$ cat src/design/iptrie_pkg.sv
// ----------------------------------------------------------------------------
// iptrie_pkg
// Shared constants, field widths, operation codes and the control/status
// bundles between the trie controller and its datapath.
// ----------------------------------------------------------------------------
package iptrie_pkg;

  // default sizing of the node pool and the walk
  localparam int NODES_DEF      = 4096;
  localparam int ADDR_BITS_DEF  = 32;
  localparam int COUNT_BITS_DEF = 16;

  // fixed field widths of the request and response
  localparam int OP_W   = 2;
  localparam int ADDR_W = 32;
  localparam int LEN_W  = 6;

  // operation codes, code 3 is unused and changes nothing
  localparam logic [OP_W-1:0] OP_ADD    = 2'd0;
  localparam logic [OP_W-1:0] OP_REMOVE = 2'd1;
  localparam logic [OP_W-1:0] OP_QUERY  = 2'd2;

  // commands from the controller to the datapath
  typedef struct packed {
    logic init;        // write the root row to zero
    logic load;        // capture the request fields
    logic rd_root;     // read the root row
    logic descend;     // follow the child, read its row
    logic stop_walk;   // latch the number of missing nodes
    logic alloc;       // link a new node under the current one
    logic write_end;   // update the count of the end node
    logic res_load;    // latch the result
    logic res_found;
    logic res_status;
    logic out_load;    // move the result into the output register
  } cmd_t;

  // status from the datapath to the controller
  typedef struct packed {
    logic is_query;
    logic at_end;
    logic child_zero;
    logic count_pos;
    logic depth_zero;
    logic pool_full;
    logic missing_zero;
  } sts_t;

endpackage

$ cat src/design/iptrie_ctrl.sv
// ----------------------------------------------------------------------------
// iptrie_ctrl
// Trie controller: sequences the root write, the path walk, the node
// allocation chain and the hand-off into the response register.
// ----------------------------------------------------------------------------
module iptrie_ctrl (
  input  logic                        clk,
  input  logic                        rst,
  input  logic                        in_valid,
  input  logic [iptrie_pkg::OP_W-1:0] in_op,
  input  logic                        out_ready,
  input  iptrie_pkg::sts_t            sts,
  output logic                        in_ready,
  output logic                        out_valid,
  output iptrie_pkg::cmd_t            cmd
);
  import iptrie_pkg::*;

  typedef enum logic [4:0] {
    ST_INIT   = 5'b00001,
    ST_IDLE   = 5'b00010,
    ST_WALK   = 5'b00100,
    ST_CHAIN  = 5'b01000,
    ST_FINISH = 5'b10000
  } state_t;

  state_t state;
  state_t state_next;
  logic   out_valid_next;

  assign in_ready = (state == ST_IDLE);

  // next state and commands
  always_comb begin
    cmd        = '0;
    state_next = state;
    unique case (state)
      ST_INIT: begin
        cmd.init   = 1'b1;
        state_next = ST_IDLE;
      end
      ST_IDLE: begin
        if (in_valid) begin
          cmd.load = 1'b1;
          if (in_op == OP_ADD || in_op == OP_REMOVE || in_op == OP_QUERY) begin
            cmd.rd_root = 1'b1;
            state_next  = ST_WALK;
          end else begin
            cmd.res_load = 1'b1;
            state_next   = ST_FINISH;
          end
        end
      end
      ST_WALK: begin
        if (sts.is_query) begin
          if (!sts.depth_zero && sts.count_pos) begin
            cmd.res_load  = 1'b1;
            cmd.res_found = 1'b1;
            state_next    = ST_FINISH;
          end else if (sts.at_end || sts.child_zero) begin
            cmd.res_load = 1'b1;
            state_next   = ST_FINISH;
          end else begin
            cmd.descend = 1'b1;
          end
        end else if (sts.at_end || sts.child_zero) begin
          if (sts.pool_full) begin
            cmd.res_load   = 1'b1;
            cmd.res_status = 1'b1;
            state_next     = ST_FINISH;
          end else begin
            cmd.stop_walk = 1'b1;
            state_next    = ST_CHAIN;
          end
        end else begin
          cmd.descend = 1'b1;
        end
      end
      ST_CHAIN: begin
        if (!sts.missing_zero) begin
          cmd.alloc = 1'b1;
        end else begin
          cmd.write_end = 1'b1;
          cmd.res_load  = 1'b1;
          state_next    = ST_FINISH;
        end
      end
      ST_FINISH: begin
        if (!out_valid || out_ready) begin
          cmd.out_load = 1'b1;
          state_next   = ST_IDLE;
        end
      end
      default: begin
        state_next = ST_INIT;
      end
    endcase
  end

  // response valid
  always_comb begin
    priority if (cmd.out_load) begin
      out_valid_next = 1'b1;
    end else if (out_ready) begin
      out_valid_next = 1'b0;
    end else begin
      out_valid_next = out_valid;
    end
  end

  always_ff @(posedge clk) begin
    if (rst) begin
      state     <= ST_INIT;
      out_valid <= 1'b0;
    end else begin
      state     <= state_next;
      out_valid <= out_valid_next;
    end
  end

endmodule

$ cat config.mk
export PLATFORM = sky130hd
export DESIGN_NAME = iptrie_ctrl
export DESIGN_NICKNAME = d
export VERILOG_FILES = /design/src/design/iptrie_pkg.sv /design/src/design/iptrie_ctrl.sv
export SDC_FILE = /design/constraint.sdc
export NUM_CORES = 1
export LEC_CHECK = 0
export BUFFER_PORTS_ARGS = -buffer_cell sky130_fd_sc_hd__buf_2
export CAP_MARGIN = 10
export CORE_AREA = 2 2 39 41
export CTS_CLUSTER_DIAMETER = 200
export CTS_CLUSTER_SIZE = 12
export DETAILED_ROUTE_END_ITERATION = 7
export DIE_AREA = 0 0 41 43
export SYNTH_ARGS = -nofsm -noshare
export SYNTH_HDL_FRONTEND = slang
export SYNTH_SLANG_ARGS = --single-unit
$ cat constraint.sdc
create_clock -name clk -period 2.9 [get_ports clk]
set_input_delay 0.58 -clock clk [delete_from_list [all_inputs] [get_ports clk]]
set_output_delay 0.58 -clock clk [all_outputs]
set_load 0.02 [all_outputs]
==> out/results.txt <==
Of all nets on the critical path, the largest fanout is 7. The type of the most critical hold path is in -> reg. The number of hold-slack violations in the final timing report was 0. The largest single stage delay on the critical path is 0.40 ns. The power share of the sequential group is 42.2%. The detailed router's first-iteration violation count came out at 9. The startpoint identified for the worst register-to-register timing path is state[4]$_SDFFE_PP0P_. For the die footprint, the log shows 1763 µm². In this run the vertical extent of the chip is 43 µm. Routability-driven placement finished with a final weighted congestion of 0.7781. The number of design rule violations left after detail routing was 0. The logs give 0 for the total of warnings raised by yosys and 0 for the aggregate global routing overflow. After synthesis, the cell types taking the most area are sky130_fd_sc_hd__dfxtp_1 (29%), sky130_fd_sc_hd__nor2_1 (8.2%), sky130_fd_sc_hd__nand3b_1 (5.4%).

The logs give 0.3292 nW for the leakage power summed over all cells and 0.24 ns for the insertion delay of the later-clocked pin in the worst-skew pair. In this run, CTS created clock tree buffers numbering 3. The clock net in this run drives a total of 6 sinks.

Data on the critical path arrives at its endpoint at 1.67 ns. The synthesized design contains 6 register bits. The final clock skew was 0.005898 ns; the per-instance average area after synthesis was 8.452 µm².

In the layout the commonest cells are sky130_fd_sc_hd__buf_2 (25), sky130_fd_sc_hd__nor2_1 (9), sky130_fd_sc_hd__dfxtp_1 (6), sky130_fd_sc_hd__nand3b_1 (3), sky130_fd_sc_hd__clkbuf_4 (3). Fraction of synthesized cell area taken by the top area cell type: 29.00%. The number of port buffers works out to 25. The final worst slack was 0.6509 ns; the clock period minus worst slack was 2.249 ns. The number of antenna violations at the first check in global routing was 0; the total number of placement rows was 14. Sequential cells were found to cover 29.00% of the synthesized design area. Per report_power, the clock group accounts for 32.6% of the total.

The cell taking the most area after synthesis is sky130_fd_sc_hd__dfxtp_1. The total of endpoints with negative setup slack in the final report was 0; the part of the total power dissipated in combinational logic was 25.2%. The area growth from synthesis to layout is 38.67%. 0 antenna diodes ended up in the layout. In the final timing run, aggregate negative setup slack is 0 ns. Yosys mapped a number of flops with a built-in enable equal to 0. In this run switching power makes up 30.57% of total power.

Post-CTS repair changed the size of 0 cells. Tracing the worst setup path back leads to its startpoint at state[4]$_SDFFE_PP0P_. The run gives 1 as the H-tree depth reported by CTS. For flop-to-flop paths, the worst setup slack is 1.48 ns.

In the synthesized netlist the dominant register cell turns out to be sky130_fd_sc_hd__dfxtp_1. In this run, distinct cell masters in the synthesized netlist total 28. Power comes to 0.2347 mW. The tools report the count of nets after finishing as 91. Measured against its own limit, the worst slew margin works out to 80.18%.

Cells with a size suffix above 1 make up 42.11% of the layout. The fmax came out at 444.6 MHz. Half-perimeter wire length after detailed placement: 861.2 µm.

The net count after synthesis came out at 62. Iteration count of the initial detailed-routing pass: 4. The power per unit of standard cell area was 408.8 nW/µm². The run gives 1614 µm as the wire length of the first global-routing pass. The pin count of the biggest net entering global routing is 8.

The tools report the count of pins over their slew limit as 0. Per-cell via count in the routed design: 4.989. The total area inside the core boundary comes to 1384 µm². The clock passes through at most 2 buffers. The critical path is of the reg -> out type. Leaving out fill and tap cells, the most frequent cell in the layout is sky130_fd_sc_hd__buf_2. The ratio of final minimum period to clock period came out at 77.55%.

Detailed routing inserted a total of 459 vias. The final wirelength is 1023 µm. The tools report the via count of the first global-routing pass as 410.

For the data required time of the worst path, the log shows 2.32 ns. Prior to clock tree synthesis, the placed netlist has a worst setup slack of 0.7861 ns. The tree is rooted in a sky130_fd_sc_hd__clkbuf_4. After clock tree synthesis, the flow added hold-fix buffers numbering 0. After synthesis the cells add up to 414.1 µm². In this run the power spent charging and discharging nets is 0.07177 mW. Overall die width: 41 µm.

The worst hold path begins at rst. The cell count after synthesis came out at 49. The count of nets left with antenna violations once routing finished came out at 0.

Walking the worst path, the cells encountered are nor3_4 -> nand3b_4 -> or3b_1 -> nand2_1 -> buf_2. Slowest cell on the critical path: sky130_fd_sc_hd__or3b_1. Max-cap violations in this run came to 0. The internal portion of the total power is 0.1630 mW. TritonCTS built the clock tree. The flow ran to the end, and the final reports show no timing, DRC or antenna violations.

In the global route stage, overall resource usage came out at 13.29%. The number of ports placed on the die boundary was 26; the CTS clock-pin slew for the worst setup and hold paths was 0.05 ns. Of all flip-flops after synthesis, the portion carrying an async set or reset was 0%. The capturing element type of the critical path is an output pin.

In the final routed layout, each cell accounts on average for 11.12 µm. The transition at the pin with the smallest max-transition slack works out to 0.2968 ns. Across the VDD grid, the largest voltage drop is 0.1519 mV.

The worst setup path is launched from a flip-flop. After clock tree synthesis, the setup repair step added 0 buffers. The initial utilization of the core area, before any placement, comes to 29.93%. Setup repair after global routing left no endpoint under its margin.
critical path: cells and delay by family (launching register included):
family                 cells  cell delay [ns]
AND/OR/NAND/NOR            4             0.88
buffers and inverters      1             0.15
flip-flops                 1             0.39
cell families (layout without fill, tap and decap cells):
family	count (synthesis)	count (layout)	synth area share [%]
compound gates	11	11	19.03
simple gates	28	28	46.23
xor+xnor	1	1	2.115
flops	6	6	29.00
buf+inv	3	30	3.627
state kept, by name, summed over array words and instances (netlist names):
register and flops:
state 5, out_valid 1
layout make-up:
type / count / area, µm²
fill: 151 / 809.5
multi-input combinational: 40 / 279.0
timing repair buffer: 25 / 125.1
sequential: 6 / 120.1
clock buffer: 3 / 22.52
tap: 16 / 20.02
inverter: 2 / 7.507
cells in the mapped netlist (all sizes together) (2+ instances only):
master / n
nand3b: 4
a31oi: 2
nor3: 2
nor2: 9
nor4: 2
o21ai: 2
inv: 2
nand2: 2
nand2b: 2
dfxtp: 6
o21ba: 2
stage by stage:
step                      hold WS [ns]  cell area (µm²)  util [%]  instances
after floorplan                 0.5767            414.1         -         49
final                           0.5722            574.3     41.50         92
after CTS                       0.5752            574.3     41.50         92
after detailed placement        0.6078            551.8     39.87         89
after global routing            0.5892            574.3     41.50         92
after global placement          0.6027            551.8     39.87         89
path summary, 6_finish.rpt:
| kind | to | depth (start not counted) |
|---|---|---|
| hold reg to reg | out_valid$_SDFFE_PP0P_ | 3 |
| setup reg to reg | state[4]$_SDFFE_PP0P_ | 4 |
| setup / recovery | cmd[3] | 5 |
| hold / removal | state[4]$_SDFFE_PP0P_ | 2 |
layer usage:
layer / share of wire, % / track usage (%) / wire length, µm
met1: 43 / 15.91 / 437
met2: 52 / 21.25 / 536
met3: 4.8 / 1.571 / 49
met4: 0 / 8.000 / 0
met5: 0 / 0 / 0
power by group through the flow:
stage / sequential, mW / clock (mW) / combinational [mW]
2_1_floorplan: 0.0984 / 0 / 0.0389
3_3_place_gp: 0.100 / 0 / 0.0582
3_5_place_dp: 0.101 / 0 / 0.0595
4_1_cts: 0.0992 / 0.0786 / 0.0597
5_1_grt: 0.100 / 0.0808 / 0.0673
6_report: 0.0990 / 0.0766 / 0.0591
(Power assumes the default switching activity.)
